$ cat src/hw/rtl/scdc_pkg.sv
`timescale 1ns / 1ps
// Shared types, constants and lookup functions for the stopwatch / chaser display block.
// No dependencies.
package scdc_pkg;

    localparam int DIGIT_COUNT_DEF = 8;
    localparam int LED_COUNT_DEF   = 8;

    // configuration register indexes
    typedef enum logic [2:0] {
        CFG_SCAN_PERIOD = 3'd0,
        CFG_SPEED_STEP  = 3'd1,
        CFG_SPEED_MIN   = 3'd2,
        CFG_SPEED_MAX   = 3'd3
    } cfg_idx_t;

    localparam logic [3:0] SCAN_PERIOD_RST = 4'd10;
    localparam logic [5:0] SPEED_STEP_RST  = 6'd5;
    localparam logic [7:0] SPEED_MIN_RST   = 8'd5;
    localparam logic [7:0] SPEED_MAX_RST   = 8'd200;
    localparam logic [7:0] CHASE_DELAY_RST = 8'd50;

    // digit codes
    localparam logic [4:0] CODE_DASH  = 5'd16;
    localparam logic [4:0] CODE_BLANK = 5'd17;

    localparam logic [6:0] CS_LAST  = 7'd99;
    localparam logic [6:0] CS_HALF  = 7'd50;
    localparam logic [6:0] MS_LAST  = 7'd59;

    // classified key presses of one tick
    typedef struct packed {
        logic dir;
        logic slower;
        logic run;
        logic faster;
    } keys_t;

    function automatic logic [7:0] seg_of(input logic [4:0] code);
        logic [7:0] s;
        case (code)
            5'd0:    s = 8'hfc;
            5'd1:    s = 8'h60;
            5'd2:    s = 8'hda;
            5'd3:    s = 8'hf2;
            5'd4:    s = 8'h66;
            5'd5:    s = 8'hb6;
            5'd6:    s = 8'hbe;
            5'd7:    s = 8'he0;
            5'd8:    s = 8'hfe;
            5'd9:    s = 8'hf6;
            5'd10:   s = 8'hee;
            5'd11:   s = 8'h3e;
            5'd12:   s = 8'h9c;
            5'd13:   s = 8'h7a;
            5'd14:   s = 8'h9e;
            5'd15:   s = 8'h8e;
            5'd16:   s = 8'h02;
            default: s = 8'h00;
        endcase
        return s;
    endfunction

    // tens digit by reciprocal multiply, exact for v < 128
    function automatic logic [4:0] tens_of(input logic [6:0] v);
        logic [14:0] p;
        p = 15'(v) * 15'd205;
        return {1'b0, p[14:11]};
    endfunction

    function automatic logic [4:0] ones_of(input logic [6:0] v);
        logic [14:0] p;
        logic [6:0]  t;
        p = 15'(v) * 15'd205;
        t = 7'(p[14:11]) * 7'd10;
        return 5'(v - t);
    endfunction

endpackage

$ cat src/hw/rtl/stopwatch_chaser_display_ctrl.sv
`timescale 1ns / 1ps
// Top level of the stopwatch / LED chaser / seven-segment display controller.
// Depends on scdc_pkg, scdc_front and scdc_back.
//
// Each input transaction is one 1 ms tick with the sampled key levels; each tick yields
// exactly one result transaction (LED pins, segment byte, digit index, strobe). The block
// takes one tick per clock cycle while the output side keeps up: the front decodes keys
// into a two-entry queue and the back computes a whole tick combinationally into an
// output register. An accepted tick is written into the queue, and m_valid for it rises
// when the back pops it into the output register. When the output side stalls, two
// queued ticks plus the held result fill the block and s_ready drops. Configuration
// registers (index 0 scan period, 1 speed step, 2 speed min, 3 speed max) are written
// with cfg_we and should only be changed while no tick is in flight.
module stopwatch_chaser_display_ctrl import scdc_pkg::*; #(
    parameter int DIGIT_COUNT = DIGIT_COUNT_DEF,
    parameter int LED_COUNT   = LED_COUNT_DEF
) (
    input  logic       aclk,
    input  logic       aresetn,
    input  logic       cfg_we,
    input  logic [2:0] cfg_idx,
    input  logic [7:0] cfg_wdata,
    input  logic       s_valid,
    output logic       s_ready,
    input  logic       s_key_zero_level,
    input  logic       s_key_one_level,
    input  logic       s_key_two_level,
    input  logic       s_wake_key_level,
    output logic       m_valid,
    input  logic       m_ready,
    output logic [7:0] m_led_drive,
    output logic [7:0] m_segment_pattern,
    output logic [2:0] m_digit_select,
    output logic       m_digit_strobe
);

    logic  q_valid;
    logic  q_pop;
    keys_t q_keys;

    scdc_front u_front (
        .aclk             (aclk),
        .aresetn          (aresetn),
        .s_valid          (s_valid),
        .s_ready          (s_ready),
        .s_key_zero_level (s_key_zero_level),
        .s_key_one_level  (s_key_one_level),
        .s_key_two_level  (s_key_two_level),
        .s_wake_key_level (s_wake_key_level),
        .q_valid          (q_valid),
        .q_keys           (q_keys),
        .q_pop            (q_pop)
    );

    scdc_back #(
        .DIGIT_COUNT (DIGIT_COUNT),
        .LED_COUNT   (LED_COUNT)
    ) u_back (
        .aclk              (aclk),
        .aresetn           (aresetn),
        .cfg_we            (cfg_we),
        .cfg_idx           (cfg_idx),
        .cfg_wdata         (cfg_wdata),
        .q_valid           (q_valid),
        .q_keys            (q_keys),
        .q_pop             (q_pop),
        .m_valid           (m_valid),
        .m_ready           (m_ready),
        .m_led_drive       (m_led_drive),
        .m_segment_pattern (m_segment_pattern),
        .m_digit_select    (m_digit_select),
        .m_digit_strobe    (m_digit_strobe)
    );

endmodule

$ cat src/hw/rtl/scdc_front.sv
`timescale 1ns / 1ps
// Front end: accepts tick transactions, decodes key levels into presses, queues them.
// Depends on scdc_pkg.
module scdc_front import scdc_pkg::*; (
    input  logic  aclk,
    input  logic  aresetn,
    input  logic  s_valid,
    output logic  s_ready,
    input  logic  s_key_zero_level,
    input  logic  s_key_one_level,
    input  logic  s_key_two_level,
    input  logic  s_wake_key_level,
    output logic  q_valid,
    output keys_t q_keys,
    input  logic  q_pop
);

    keys_t       q_mem_reg [2];
    logic        wr_ptr_reg, wr_ptr_next;
    logic        rd_ptr_reg, rd_ptr_next;
    logic [1:0]  count_reg, count_next;
    logic        push;
    keys_t       keys_in;

    assign s_ready = (count_reg != 2'd2);
    assign push    = s_valid & s_ready;
    assign q_valid = (count_reg != 2'd0);
    assign q_keys  = q_mem_reg[rd_ptr_reg];

    // keys 0..2 are active low, wake is active high
    assign keys_in.dir    = ~s_key_zero_level;
    assign keys_in.slower = ~s_key_one_level;
    assign keys_in.run    = ~s_key_two_level;
    assign keys_in.faster = s_wake_key_level;

    always_comb begin
        wr_ptr_next = push ? ~wr_ptr_reg : wr_ptr_reg;
        rd_ptr_next = q_pop ? ~rd_ptr_reg : rd_ptr_reg;
        count_next  = count_reg;
        if (push && !q_pop) begin
            count_next = count_reg + 2'd1;
        end else if (!push && q_pop) begin
            count_next = count_reg - 2'd1;
        end
    end

    always_ff @(posedge aclk) begin
        if (!aresetn) begin
            wr_ptr_reg <= 1'b0;
            rd_ptr_reg <= 1'b0;
            count_reg  <= 2'd0;
        end else begin
            wr_ptr_reg <= wr_ptr_next;
            rd_ptr_reg <= rd_ptr_next;
            count_reg  <= count_next;
        end
    end

    always_ff @(posedge aclk) begin
        if (push) begin
            q_mem_reg[wr_ptr_reg] <= keys_in;
        end
    end

endmodule

$ cat src/hw/rtl/scdc_back.sv
`timescale 1ns / 1ps
// Back end: per-tick engine (chaser, stopwatch, key scan, digit mux) and output register.
// Depends on scdc_pkg.
module scdc_back import scdc_pkg::*; #(
    parameter int DIGIT_COUNT = DIGIT_COUNT_DEF,
    parameter int LED_COUNT   = LED_COUNT_DEF
) (
    input  logic       aclk,
    input  logic       aresetn,
    input  logic       cfg_we,
    input  logic [2:0] cfg_idx,
    input  logic [7:0] cfg_wdata,
    input  logic       q_valid,
    input  keys_t      q_keys,
    output logic       q_pop,
    output logic       m_valid,
    input  logic       m_ready,
    output logic [7:0] m_led_drive,
    output logic [7:0] m_segment_pattern,
    output logic [2:0] m_digit_select,
    output logic       m_digit_strobe
);

    localparam logic [3:0] DIG_CNT  = 4'(DIGIT_COUNT);
    localparam logic [3:0] DIG_LAST = 4'(DIGIT_COUNT - 1);
    localparam logic [3:0] LED_CNT  = 4'(LED_COUNT);
    localparam logic [2:0] LED_LAST = 3'(LED_COUNT - 1);

    logic [3:0] scan_period_reg;
    logic [5:0] speed_step_reg;
    logic [7:0] speed_min_reg, speed_max_reg;

    logic [7:0] chase_div_reg, chase_div_next;
    logic [7:0] chase_delay_reg, chase_delay_next;
    logic [2:0] chase_pos_reg, chase_pos_next;
    logic       reverse_reg, reverse_next;
    logic       running_reg, running_next;
    logic [3:0] scan_div_reg, scan_div_next;
    logic [6:0] centi_reg, centi_next;
    logic [5:0] sec_reg, sec_next;
    logic [5:0] min_reg, min_next;
    logic       released_reg, released_next;
    logic [2:0] digit_idx_reg, digit_idx_next;
    logic [4:0] codes_reg [8];
    logic [4:0] codes_next [8];
    logic [7:0] led_reg, led_next;

    logic       m_valid_reg;
    logic [7:0] led_out_reg, seg_out_reg;
    logic [2:0] sel_out_reg;
    logic       strobe_out_reg;

    // tick working values
    logic [8:0] nd;
    logic [4:0] ns;
    logic       chase_fire, scan_fire, strobe;
    logic [6:0] c1, sec_inc, min_inc;
    logic [3:0] pos_inc, idx_inc;
    logic [2:0] led_bit;
    logic [8:0] delay_up;
    logic [7:0] seg;

    assign q_pop   = q_valid & (~m_valid_reg | m_ready);
    assign m_valid = m_valid_reg;
    assign m_led_drive       = led_out_reg;
    assign m_segment_pattern = seg_out_reg;
    assign m_digit_select    = sel_out_reg;
    assign m_digit_strobe    = strobe_out_reg;

    always_comb begin
        chase_div_next   = chase_div_reg;
        chase_delay_next = chase_delay_reg;
        chase_pos_next   = chase_pos_reg;
        reverse_next     = reverse_reg;
        running_next     = running_reg;
        scan_div_next    = scan_div_reg;
        centi_next       = centi_reg;
        sec_next         = sec_reg;
        min_next         = min_reg;
        released_next    = released_reg;
        digit_idx_next   = digit_idx_reg;
        led_next         = led_reg;
        for (int i = 0; i < 8; i++) begin
            codes_next[i] = codes_reg[i];
        end
        c1       = centi_reg;
        sec_inc  = 7'(sec_reg) + 7'd1;
        min_inc  = 7'(min_reg) + 7'd1;
        pos_inc  = 4'(chase_pos_reg) + 4'd1;
        idx_inc  = 4'(digit_idx_reg) + 4'd1;
        led_bit  = 3'd0;
        delay_up = 9'(chase_delay_reg) + 9'(speed_step_reg);
        seg      = 8'h00;
        strobe   = 1'b0;

        nd = 9'(chase_div_reg) + 9'd1;
        ns = 5'(scan_div_reg) + 5'd1;
        chase_fire = (nd > 9'(chase_delay_reg));
        // a zero period compares like one
        scan_fire  = (ns >= 5'(scan_period_reg));

        if (q_pop) begin
            chase_div_next = chase_fire ? 8'd0 : nd[7:0];
            scan_div_next  = scan_fire ? 4'd0 : ns[3:0];

            if (scan_fire) begin
                if (reverse_reg) begin
                    if (running_reg && centi_reg == 7'd0) begin
                        centi_next    = CS_LAST;
                        codes_next[2] = CODE_DASH;
                        codes_next[5] = CODE_DASH;
                        if (sec_reg == 6'd0) begin
                            sec_next = MS_LAST[5:0];
                            min_next = (min_reg == 6'd0) ? MS_LAST[5:0] : min_reg - 6'd1;
                        end else begin
                            sec_next = sec_reg - 6'd1;
                        end
                    end else begin
                        c1 = running_reg ? centi_reg - 7'd1 : centi_reg;
                        centi_next = c1;
                        if (c1 == CS_HALF) begin
                            codes_next[2] = CODE_BLANK;
                            codes_next[5] = CODE_BLANK;
                        end
                    end
                end else begin
                    c1 = running_reg ? centi_reg + 7'd1 : centi_reg;
                    centi_next = c1;
                    if (c1 == CS_HALF) begin
                        codes_next[2] = CODE_BLANK;
                        codes_next[5] = CODE_BLANK;
                    end
                    if (c1 > CS_LAST) begin
                        centi_next    = 7'd0;
                        codes_next[2] = CODE_DASH;
                        codes_next[5] = CODE_DASH;
                        if (sec_inc > MS_LAST) begin
                            sec_next = 6'd0;
                            min_next = (min_inc > MS_LAST) ? 6'd0 : min_inc[5:0];
                        end else begin
                            sec_next = sec_inc[5:0];
                        end
                    end
                end
            end

            if (chase_fire && running_reg) begin
                chase_pos_next = (pos_inc >= LED_CNT) ? 3'd0 : pos_inc[2:0];
                led_bit  = reverse_reg ? chase_pos_next : LED_LAST - chase_pos_next;
                led_next = ~(8'd1 << led_bit);
            end

            // one press per release, priority dir > slower > run > faster
            if (scan_fire) begin
                if (released_reg) begin
                    if (q_keys.dir) begin
                        released_next = 1'b0;
                        reverse_next  = ~reverse_reg;
                    end else if (q_keys.slower) begin
                        released_next = 1'b0;
                        if (chase_delay_reg < speed_max_reg) begin
                            chase_delay_next = delay_up[8] ? 8'hff : delay_up[7:0];
                        end
                    end else if (q_keys.run) begin
                        released_next = 1'b0;
                        running_next  = ~running_reg;
                    end else if (q_keys.faster) begin
                        released_next = 1'b0;
                        if (chase_delay_reg > speed_min_reg) begin
                            chase_delay_next = (chase_delay_reg > 8'(speed_step_reg)) ?
                                chase_delay_reg - 8'(speed_step_reg) : 8'd0;
                        end
                    end
                end else if (!q_keys.dir && !q_keys.slower && !q_keys.run &&
                             !q_keys.faster) begin
                    released_next = 1'b1;
                end
            end

            if (scan_div_next[0]) begin
                strobe = 1'b1;
                digit_idx_next = (idx_inc >= DIG_CNT) ? 3'd0 : idx_inc[2:0];
                seg = seg_of(codes_next[digit_idx_next]);
                if (4'(digit_idx_next) == DIG_LAST) begin
                    codes_next[0] = tens_of(7'(min_next));
                    codes_next[1] = ones_of(7'(min_next));
                    codes_next[3] = tens_of(7'(sec_next));
                    codes_next[4] = ones_of(7'(sec_next));
                    codes_next[6] = tens_of(centi_next);
                    codes_next[7] = ones_of(centi_next);
                end
            end
        end
    end

    always_ff @(posedge aclk) begin
        if (!aresetn) begin
            scan_period_reg <= SCAN_PERIOD_RST;
            speed_step_reg  <= SPEED_STEP_RST;
            speed_min_reg   <= SPEED_MIN_RST;
            speed_max_reg   <= SPEED_MAX_RST;
        end else if (cfg_we) begin
            case (cfg_idx_t'(cfg_idx))
                CFG_SCAN_PERIOD: scan_period_reg <= cfg_wdata[3:0];
                CFG_SPEED_STEP:  speed_step_reg  <= cfg_wdata[5:0];
                CFG_SPEED_MIN:   speed_min_reg   <= cfg_wdata;
                CFG_SPEED_MAX:   speed_max_reg   <= cfg_wdata;
                default: ;
            endcase
        end
    end

    always_ff @(posedge aclk) begin
        if (!aresetn) begin
            chase_div_reg   <= 8'd0;
            chase_delay_reg <= CHASE_DELAY_RST;
            chase_pos_reg   <= 3'd0;
            reverse_reg     <= 1'b0;
            running_reg     <= 1'b1;
            scan_div_reg    <= 4'd0;
            centi_reg       <= 7'd0;
            sec_reg         <= 6'd0;
            min_reg         <= 6'd0;
            released_reg    <= 1'b1;
            digit_idx_reg   <= 3'd0;
            led_reg         <= 8'hff;
            codes_reg[0]    <= 5'd1;
            codes_reg[1]    <= 5'd2;
            codes_reg[2]    <= CODE_DASH;
            codes_reg[3]    <= 5'd4;
            codes_reg[4]    <= 5'd5;
            codes_reg[5]    <= CODE_DASH;
            codes_reg[6]    <= 5'd7;
            codes_reg[7]    <= 5'd8;
            m_valid_reg     <= 1'b0;
        end else begin
            chase_div_reg   <= chase_div_next;
            chase_delay_reg <= chase_delay_next;
            chase_pos_reg   <= chase_pos_next;
            reverse_reg     <= reverse_next;
            running_reg     <= running_next;
            scan_div_reg    <= scan_div_next;
            centi_reg       <= centi_next;
            sec_reg         <= sec_next;
            min_reg         <= min_next;
            released_reg    <= released_next;
            digit_idx_reg   <= digit_idx_next;
            led_reg         <= led_next;
            for (int i = 0; i < 8; i++) begin
                codes_reg[i] <= codes_next[i];
            end
            if (q_pop) begin
                m_valid_reg <= 1'b1;
            end else if (m_ready) begin
                m_valid_reg <= 1'b0;
            end
        end
    end

    always_ff @(posedge aclk) begin
        if (q_pop) begin
            led_out_reg    <= led_next;
            seg_out_reg    <= seg;
            sel_out_reg    <= digit_idx_next;
            strobe_out_reg <= strobe;
        end
    end

endmodule

$ cat config.mk
export PLATFORM = sky130hd
export DESIGN_NAME = stopwatch_chaser_display_ctrl
export DESIGN_NICKNAME = d
export VERILOG_FILES = /design/src/hw/rtl/scdc_pkg.sv /design/src/hw/rtl/stopwatch_chaser_display_ctrl.sv /design/src/hw/rtl/scdc_front.sv /design/src/hw/rtl/scdc_back.sv
export SDC_FILE = /design/constraint.sdc
export NUM_CORES = 1
export LEC_CHECK = 0
export ABC_AREA = 1
export ABC_CLOCK_PERIOD_IN_PS = 10190
export BUFFER_PORTS_ARGS = -buffer_cell sky130_fd_sc_hd__buf_2
export CORE_UTILIZATION = 55
export DETAILED_ROUTE_END_ITERATION = 6
export PLACE_DENSITY_LB_ADDON = 0.1
export SLEW_MARGIN = 20
export SYNTH_ARGS = -nofsm -noshare
export SYNTH_HDL_FRONTEND = slang
export SYNTH_SLANG_ARGS = --single-unit
$ cat constraint.sdc
create_clock -name aclk -period 10.19 [get_ports aclk]
set_input_delay 0.5095 -clock aclk [delete_from_list [all_inputs] [get_ports aclk]]
set_output_delay 0.5095 -clock aclk [all_outputs]
set_load 0.02 [all_outputs]
==> results.md <==
* Layout cells sized above 1 at 0.1033
* NetSw at 1.325 mW
* Slowest library cell on the worst path: fa_1
* Post-Syn Instances at 1,556
* DR iter-0 viols at 523
* CTS H-tree depth at 4
* Gr usage total at 0.2564
* Arr. time, crit path at 7.11 ns
* Max-cap violations at 0
* Placer congestion estimate at 0.8909
* Ant. Diodes at 0
* Initial antenna violation count at 0
* Switching power share of the total at 0.4482
* Cell area after synthesis at 11,740 µm²
* Post-CTS Resized at 0
* Combinational share of power at 0.528
* Multi-input logic area at 7316 µm²
* Seq/Total Area, Yosys at 0.2787
* Hold Buf Count CTS at 0
* RR Startpoint: u_back.scan_div_reg[0]$_SDFFE_PN0P_
* Largest net degree at the start of global routing at 63
* Vert. Die Dim at 148.1 µm
* Distinct cells, synth at 68
* Clk pwr share at 0.211
* EDFF count, synth at 27
* Main synth FF type: dfxtp_1
* Least-Margin Pin Slew at 0.9638 ns
* Area growth from synthesis to layout at 8.759%
* Clock Skew at 0.008148 ns
* # DRC at 0
* Critical path required time at 10.50 ns
* Commonest non-fill, non-tap cells in the layout: nand2_1, inv_1, ha_1, a21oi_1, dfxtp_1
* Flops & latches, synth at 150
* Static Leak at 6.136 nW
* Nature of the critical path startpoint: flop
* Via total after detailed routing at 10,177
* Starting Density at 0.5604
* Global route overflow at 0
* WHS Path Cells at 1
* Fillers at 1,977
* Max Clock Freq at 0.1470 GHz
* Setup TNS at 0 ns
* Reg power frac at 0.261
* Post-DRT Antenna Nets at 0
* Hold Path Class: input port to flop
* Max VDD drop at 0.1557 mV
* PnR Total Power at 2.956 mW
* Fin crit share at 0.6675
* CTS Root Cell: clkbuf_16
* Port Buf Inserts at 40
* Reg2reg end: u_back.codes_reg[1][19]$_SDFFE_PN0P_
* Most common cell after layout, fill and taps aside: nand2_1
* Routed wire length per instance at 14.45 µm
* Nets@finish at 1,779
* Hold path endpoint: u_front.q_mem_reg[1][0]$_DFFE_PP_
* Int Pwr at 1.631 mW
* Vias in the first global route at 9,702
* WL final at 27,050 µm
* Pins Over Slew Limit at 0
* Hold_sp: s_wake_key_level
* TritonCTS clock tree: built
* Worst r2r path cells at 32
* Power Dens Cells at 231.5 nW/µm²
* Max reg flops at 35
* Final Setup Violations at 0
* Crit. End Element: flop
* Top cell by count, worst path: ha_1
* Critical path class: flop to flop
* Synth async-reset ratio at 0
* Detail Placement HPWL at 20,620 µm
* TritonCTS buffer count at 17
* Unrepaired setup endpoints after global routing: no
* Die Span X at 148.1 µm
* CP peak stage delay at 0.42 ns
* Clock sinks at 150
* DR pass1 iterations at 5
* Via density at 5.436
* CTS clock-pin slew for the worst setup and hold paths at 0.06 ns
* Mapped Nets at 1,751
* Clock buffer depth at 2
* Row count at 53
* Post-CTS Setup Inserts at 0
* Outcome: finished, final reports clean
* Relative slew slack at 0.3568
* CORE AREA at 20,960 µm²
* Global-route wire length before repair at 45,600 µm
* IO Count at 42
* Fin. Hold Viols at 0
* DIE AREA at 21,940 µm²
* Post-Syn Area per Cell at 7.547 µm²
* Tmin final at 6.802 ns
* YS warnings at 0
* Critical path peak fanout at 35
* Reg2reg setup slack at 3.39 ns
* Worst-Skew Late Latency at 0.42 ns
* Setup crit start: u_back.scan_div_reg[0]$_SDFFE_PN0P_
* Reg area at 3273 µm²
-- worst max-delay path, delay by kind of cell (launching register included) --
kind | cells | cell delay (ns)
AND/OR/NAND/NOR | 11 | 1.07
XOR/XNOR | 2 | 0.35
adder cells (fa/ha/maj) | 9 | 2.87
AO/OA/AOI/OAI | 4 | 1.13
buffers and inverters | 6 | 0.90
flip-flops | 1 | 0.35
-- final cells by class --
class / count / area share
multi-input cells: 1103 / 0.5728
flip-flops and latches: 150 / 0.2563
inverters: 263 / 0.07740
clock buffers: 24 / 0.03772
well taps: 275 / 0.02694
repair buffers: 49 / 0.02097
clock inverters: 8 / 0.007838
-- power groups by stage --
stage / Clock [mW] / Combinational (mW) / Sequential, mW
floorplan: 0 / 1.16 / 0.796
global placement: 0 / 1.52 / 0.783
detailed placement: 0 / 1.55 / 0.784
CTS: 0.637 / 1.56 / 0.772
global route: 0.661 / 1.79 / 0.781
finish: 0.624 / 1.56 / 0.773
-- layer usage --
layer | GRT usage | vias up | share of wire
met4 | 0.09485 | 0 | 0.021
met3 | 0.02883 | 34 | 0.041
met5 | 0 | - | 0
met2 | 0.4333 | 221 | 0.47
met1 | 0.3366 | 4686 | 0.47
li1 | - | 5236 | -
-- worst max-delay path by stage --
stage                                           end  slack [ns]  cells past startpoint
2_1_floorplan   u_back.codes_reg[1][4]$_SDFFE_PN0P_        3.96                     35
3_3_place_gp   u_back.codes_reg[1][19]$_SDFFE_PN0P_        3.61                     31
3_5_place_dp   u_back.codes_reg[1][19]$_SDFFE_PN0P_        3.42                     32
4_1_cts        u_back.codes_reg[1][19]$_SDFFE_PN0P_        3.40                     32
5_1_grt        u_back.codes_reg[1][19]$_SDFFE_PN0P_        2.77                     32
6_report       u_back.codes_reg[1][19]$_SDFFE_PN0P_        3.39                     32
-- stage by stage --
step                cells  worst slack [ns]  utilization  cell area (µm²)  hold WS, ns
floorplan            1556             3.957            -            11740       0.4084
global placement     1840             3.609       0.5817            12190       0.4179
detailed placement   1840             3.425       0.5817            12190       0.4214
CTS                  1872             3.404       0.6094            12770       0.2654
global route         1872             2.768       0.6094            12770       0.2755
finish               1872             3.388       0.6094            12770       0.2840
-- cells in the mapped netlist (10+ instances only) --
| library cell | number | share of area |
|---|---|---|
| o211ai_1 | 18 | 0.012 |
| xor2_1 | 30 | 0.022 |
| inv_2 | 16 | 0.0051 |
| nand2_2 | 18 | 0.0096 |
| xnor2_1 | 12 | 0.0090 |
| nor3_1 | 22 | 0.0094 |
| nor2_1 | 103 | 0.033 |
| ha_1 | 152 | 0.16 |
| edfxtp_1 | 27 | 0.069 |
| clkbuf_1 | 28 | 0.0090 |
| a211oi_1 | 11 | 0.0070 |
| o21ai_0 | 101 | 0.043 |
| a21oi_1 | 135 | 0.058 |
| o21ai_1 | 10 | 0.0043 |
| nand3_1 | 73 | 0.031 |
| inv_1 | 242 | 0.077 |
| nand3_2 | 14 | 0.012 |
| nand4_1 | 15 | 0.0080 |
| dfxtp_1 | 123 | 0.21 |
| or2_2 | 13 | 0.0069 |
| fa_1 | 23 | 0.039 |
| nand2_1 | 249 | 0.080 |
-- cell families after synthesis --
logic type / after synthesis / share of synthesized area
AO/OA/AOI/OAI: 344 / 0.1718
multiplexers: 2 / 0.001705
other: 1 / 0.0003194
XOR/XNOR: 44 / 0.03410
AND/OR/NAND/NOR: 537 / 0.2130
buffers and inverters: 303 / 0.09920
adder cells (fa/ha/maj): 175 / 0.2012
flip-flops: 150 / 0.2787
(Power assumes the default switching activity.)
